`config.mk`:
```
export PLATFORM = sky130hd
export DESIGN_NAME = swmq_ctrl
export DESIGN_NICKNAME = d
export VERILOG_FILES = /design/src/sv/swmq_pkg.sv /design/src/sv/swmq_ctrl.sv
export SDC_FILE = /design/constraint.sdc
export NUM_CORES = 1
export LEC_CHECK = 0
export BUFFER_PORTS_ARGS = -buffer_cell sky130_fd_sc_hd__buf_4
export CAP_MARGIN = 20
export CORE_AREA = 2 2 39 41
export DETAILED_ROUTE_END_ITERATION = 16
export DIE_AREA = 0 0 41 43
export PLACE_DENSITY = 0.55
export SETUP_SLACK_MARGIN = 0.5
export SKIP_LAST_GASP = 1
export SLEW_MARGIN = 20
export SYNTH_ARGS = -nofsm -noshare
export SYNTH_HDL_FRONTEND = slang
export SYNTH_SLANG_ARGS = --single-unit
```
`constraint.sdc`:
```
create_clock -name clk_i -period 3.1 [get_ports clk_i]
set_clock_uncertainty 0.1 [all_clocks]
set_input_delay 0.465 -clock clk_i [delete_from_list [all_inputs] [get_ports clk_i]]
set_output_delay 0.465 -clock clk_i [all_outputs]
set_load 0.01 [all_outputs]
```
`src/sv/swmq_pkg.sv`:
```
// Shared types and constants for the sliding window minimum queue.
// No dependencies; every other file but swmq_ram imports this package.
`default_nettype none

package swmq_pkg;

  localparam int unsigned QueueDepth = 1024;
  localparam int unsigned AddrW      = $clog2(QueueDepth);
  localparam int unsigned CntW       = $clog2(QueueDepth + 1);
  localparam int unsigned CostW      = 56;
  localparam int unsigned IdW        = 16;

  // reported when nothing is held
  localparam logic signed [CostW-1:0] EmptyCost = 56'sd1000000000000000;

  typedef struct packed {
    logic                    restart;
    logic signed [CostW-1:0] entry_cost;
    logic [IdW-1:0]          entry_id;
    logic [IdW-1:0]          window_low;
  } in_item_t;

  typedef struct packed {
    logic signed [CostW-1:0] min_cost;
    logic [IdW-1:0]          min_id;
    logic                    queue_empty;
    logic                    overflow;
  } out_item_t;

  // one front stack entry: the entry and the running minimum of it and all below it
  typedef struct packed {
    logic signed [CostW-1:0] cost;
    logic [IdW-1:0]          id;
    logic signed [CostW-1:0] run_min;
    logic [IdW-1:0]          run_id;
  } front_word_t;

  typedef struct packed {
    logic signed [CostW-1:0] run_min;
    logic [IdW-1:0]          run_id;
  } back_word_t;

  typedef struct packed {
    logic load_in;
    logic push;
    logic xfer_rd;
    logic xfer_wr;
    logic pop;
    logic load_back_top;
    logic load_out;
  } swmq_cmd_t;

  typedef struct packed {
    logic front_empty;
    logic back_empty;
    logic front_last;
    logic back_last;
    logic have_min;
    logic min_below;
    logic out_free;
  } swmq_status_t;

endpackage

`default_nettype wire

```
`src/sv/swmq_ctrl.sv`:
```
// Sequencer for the minimum queue: push, evict loop, stack transfer, result.
// Depends on swmq_pkg for command and status types.
`default_nettype none

module swmq_ctrl
  import swmq_pkg::*;
(
  input  wire logic   clk_i,
  input  wire logic   rst_ni,
  input  wire logic   in_valid_i,
  output logic        in_stall_o,
  input  swmq_status_t status_i,
  output swmq_cmd_t    cmd_o
);

  typedef enum logic [2:0] {
    StIdle, StPush, StCheck, StXferRd, StXferWr, StPopRd, StPopLd, StDone
  } state_e;

  state_e state_q, state_d;

  always_comb begin
    state_d = state_q;
    cmd_o   = '0;
    unique case (state_q)
      StIdle: begin
        if (in_valid_i) begin
          cmd_o.load_in = 1'b1;
          state_d       = StPush;
        end
      end
      StPush: begin
        cmd_o.push = 1'b1;
        state_d    = StCheck;
      end
      StCheck: begin
        if (!status_i.have_min || !status_i.min_below) begin
          state_d = StDone;
        end else if (status_i.back_empty) begin
          state_d = StXferRd;
        end else begin
          state_d = StPopRd;
        end
      end
      StXferRd: begin
        cmd_o.xfer_rd = 1'b1;
        state_d       = StXferWr;
      end
      StXferWr: begin
        cmd_o.xfer_wr = 1'b1;
        state_d       = status_i.front_last ? StPopRd : StXferRd;
      end
      StPopRd: begin
        // drop the back top and fetch the entry below it
        cmd_o.pop = 1'b1;
        state_d   = status_i.back_last ? StCheck : StPopLd;
      end
      StPopLd: begin
        cmd_o.load_back_top = 1'b1;
        state_d             = StCheck;
      end
      StDone: begin
        if (status_i.out_free) begin
          cmd_o.load_out = 1'b1;
          state_d        = StIdle;
        end
      end
      default: state_d = StIdle;
    endcase
  end

  always_ff @(posedge clk_i or negedge rst_ni) begin
    if (!rst_ni) begin
      state_q <= StIdle;
    end else begin
      state_q <= state_d;
    end
  end

  assign in_stall_o = (state_q != StIdle);

endmodule

`default_nettype wire

```
* After elaboration in Yosys (flattened, before gate mapping) *
Cells that the tools add are included.

cells by class
  equality and inequality tests = 9
  multiplexer cells = 16
  reductions and logical operators = 7

operators by type and width
  kind                  count
  $pmux W3 S7           1
  $mux W3               6
  $eq A3 B3 Y1 const B  4
  $mux W1               9
  $eq A3 B2 Y1 const B  2
  $ne A2 B2 Y1 const B  2
  $eq A3 B1 Y1 const B  1
  $logic_not A3 Y1      1
  $reduce_bool A3 Y1    1
  $logic_not A1 Y1      2
  $reduce_and A2 Y1     1
  $reduce_or A2 Y1      1
  $logic_or A1 B1 Y1    1

storage, ports and cells
  register bits after elaboration = 3
  bits of input ports = 10
  output and inout bits = 8
  logic and storage cells = 33

* Logic depth before layout (Yosys ltp) *
  word-level depth = 4
  gate-level depth with buffers = 4
  depth with buffers taken out = 3

* Worst setup path before layout *
Ideal clock, no wire load.

  kind = reg2out
  from = reg state_q[2]
  to = out cmd_o[6] in the netlist's numbering
  arrival time = 0.962 ns
  data required time = 2.535 ns
  path slack = 1.573 ns
  stages on the path, launching flop included = 4
  buffers on the path = 1
  path through = dfrtp_1 > buf_6 > or3_4 > nor2_2

RTL lines
  what                    RTL line         RTL
  start, declared         swmq_ctrl.sv:20  state_e state_q, state_d;
  start signal, assigned  swmq_ctrl.sv:74  state_q <= StIdle;
  start signal, assigned  swmq_ctrl.sv:76  state_q <= state_d;
  end, declared           swmq_ctrl.sv:13  output swmq_cmd_t cmd_o

==> reports/results.ini <==
[worst_hold_path]
min_from = in_valid_i
hold_path.class = in2reg

[clock_tree]
cts_sinks = 3
worstSkewPairLatency_ns = 0.23
cts_tree = done
cts_setup_buffers = 0
cts_buffer_depth = 2
root_buffer = clkbuf_4
path_clk_slew_ns = 0.04
numCtsBuffers = 3
h-tree-depth = 1

[layout]
fin_util = 0.301
area_growth_pct = 59.3
regMostFlops = state_q
drive_gt1_frac = 0.423
n_antenna_cell = 0
reg.largest.list = state_q x3
multi_input_area_um2 = 158
nFillCells = 163
regArea_um2 = 75.1
fin_nets = 63
largest_reg_flops = 3

[synth]
yosys.area.top_type_share = 0.287
ys_top_cells_by_area = dfrtp_1, nor2_1, nor3b_1
synth.most_common_cell = nor2_1
yosysTopAreaCell = dfrtp_1
synth_area_per_cell_um2 = 7.69
yosys-top-cells-count = nor2_1, dfrtp_1
synthDistinctLibCells = 22
ys.flop_type = dfrtp_1
synth_seq_cells = 3
synth_area_um2 = 262
synth-edff-count = 0
async_flop_share = 1.00
yosysWarningCount = 0
ys_seq_area_frac = 0.287
syn_nets = 44
syn_inst = 34

[route]
drt_wl_total_um = 622
first_pass_iters = 4
drt_iter0_markers = 3
wl_per_cell_um = 9.15
vias = 295
drc_errors = 0
via_per_inst = 4.34
ant_nets = 0

[sta]
fmax_ghz = 0.522
finalSetupViolCount = 0
whs_ns = 0.441
slew_headroom = 0.752
fin_crit_sh = 0.618
finalHoldViolations = 0
period_minus_slack_ns = 1.92
tightest_slew_ns = 0.372
finalMaxSlewViolations = 0
rsz0062_at_grt = no
fin_setup_tns_ns = 0

[critical_path]
cp_num_buf_inv = 1
crit_type = reg2out
crit_path_start = state_q[0]
crit_chain = or3_4, nor2_2, buf_4
crit_required_ns = 2.53
end_kind = output port
crit_family = simple AND/OR/NAND/NOR gates
crit_fanout = 15
slowest_stage = dfrtp_1
timing.rr.start = state_q[0]
slowest_delay_ns = 0.50
startpoint_type = flip-flop
arrival_ns = 1.35

[placed_design]
dp_hpwl_um = 461
place.port_buffers = 16
place.gp.congestion = 0.652

[run]
drv_cap = 0

[pwr]
ir_drop_mv = 0.275
powerDensity_nw_per_um2 = 869
p_leak_nw = 0.202
p_total_w = 0.000362

[floorplanning]
start_util = 0.189
die_y_um = 43
die_area_um2 = 1760
die_w_um = 41
io_pins = 18
core_um2 = 1380
rows = 14

[global_routing]
grt_pass1_wl_um = 986
antenna_found_initial = 0
grt_usage = 0.0894
grt-ovfl-total = 0
grt_pass1_vias = 251
grt_max_degree = 16

[run_status]
status = finished, final reports clean

[tightest hold or removal path: stages]
cell	delay [ns]
buf_4	0.11
nor2_1	0.08
o31ai_1	0.07
[metal layers]
| metal | vias to the layer above | global-route usage | share of wire |
|---|---|---|---|
| met1 | 132 | 0.0968 | 0.39 |
| li1 | 153 | - | - |
| met4 | 0 | 0.100 | 0 |
| met2 | 10 | 0.119 | 0.54 |
| met3 | 0 | 0.0314 | 0.069 |
| met5 | - | 0 | 0 |
[path summary, 6_finish.rpt]
check                                   to  slack, ns  cells after the start
worst max-delay path              cmd_o[6]       1.18                      3
worst min-delay path            state_q[0]       0.44                      3
worst max register to register  state_q[0]       1.89                      3
worst min register to register  state_q[2]       0.60                      2
max in group asynchronous       state_q[0]       2.35                      2
min in group asynchronous       state_q[1]       0.46                      2
[cell usage in the layout, fill, tap and decap left out]
master | netlist | final
a31oi_1 | 1 | 1
mux2i_1 | 1 | 1
o32a_1 | 1 | 1
and3b_1 | 1 | 1
o21ai_1 | 1 | 1
nand4b_1 | 1 | 1
buf_4 | 0 | 16
inv_1 | 1 | 1
clkbuf_4 | 0 | 3
inv_2 | 1 | 1
nor3_1 | 1 | 1
a21oi_1 | 1 | 1
nor2_1 | 6 | 6
nor2b_1 | 2 | 2
nand2_1 | 2 | 2
clkbuf_1 | 0 | 1
o21ai_0 | 2 | 2
dlygate4sd3_1 | 0 | 1
nor3b_1 | 2 | 2
dfrtp_1 | 3 | 3
nor2_2 | 1 | 1
or3_4 | 1 | 1
and3_1 | 1 | 1
o31ai_1 | 1 | 1
[power breakdown]
group | total [W] | switching, W | internal, W | leakage, nW
Sequential | 0.000113 | 0.0000542 | 0.0000591 | 0.0351
Combinational | 0.000179 | 0.0000755 | 0.000103 | 0.152
Clock | 0.0000697 | 0.0000214 | 0.0000483 | 0.0150
Total | 0.000362 | 0.000151 | 0.000211 | 0.202
[cells by family (layout without fill, tap and decap cells)]
| kind of cell | count (synthesis) | count (layout) | share of synthesized area |
|---|---|---|---|
| flops | 3 | 3 | 0.287 |
| simple gates | 18 | 18 | 0.397 |
| compound gates | 7 | 7 | 0.167 |
| mux | 1 | 1 | 0.0383 |
| buf+inv | 5 | 23 | 0.110 |
[final cells by class]
class	instances	area share
Clock buffer	4	0.0631
Inverter	2	0.0180
Multi-Input combinational cell	26	0.378
Sequential cell	3	0.180
Tap cell	16	0.0480
Timing Repair Buffer	17	0.312
[stage by stage]
step | cells | area (µm²) | worst slack [ns]
after global placement | 63 | 380 | 1.42
after global routing | 68 | 417 | 1.10
after floorplan | 34 | 262 | 1.57
after detailed placement | 63 | 380 | 1.42
final | 68 | 417 | 1.18
after CTS | 68 | 417 | 1.17
[repair_timing]
| item | 4_1_cts | 5_1_grt |
|---|---|---|
| hold buffers | 1 | 0 |
| endpoints found under the hold margin | 3 | 0 |
| resized for setup | 0 | 0 |
Note: power is estimated with default switching activity, not from simulation.
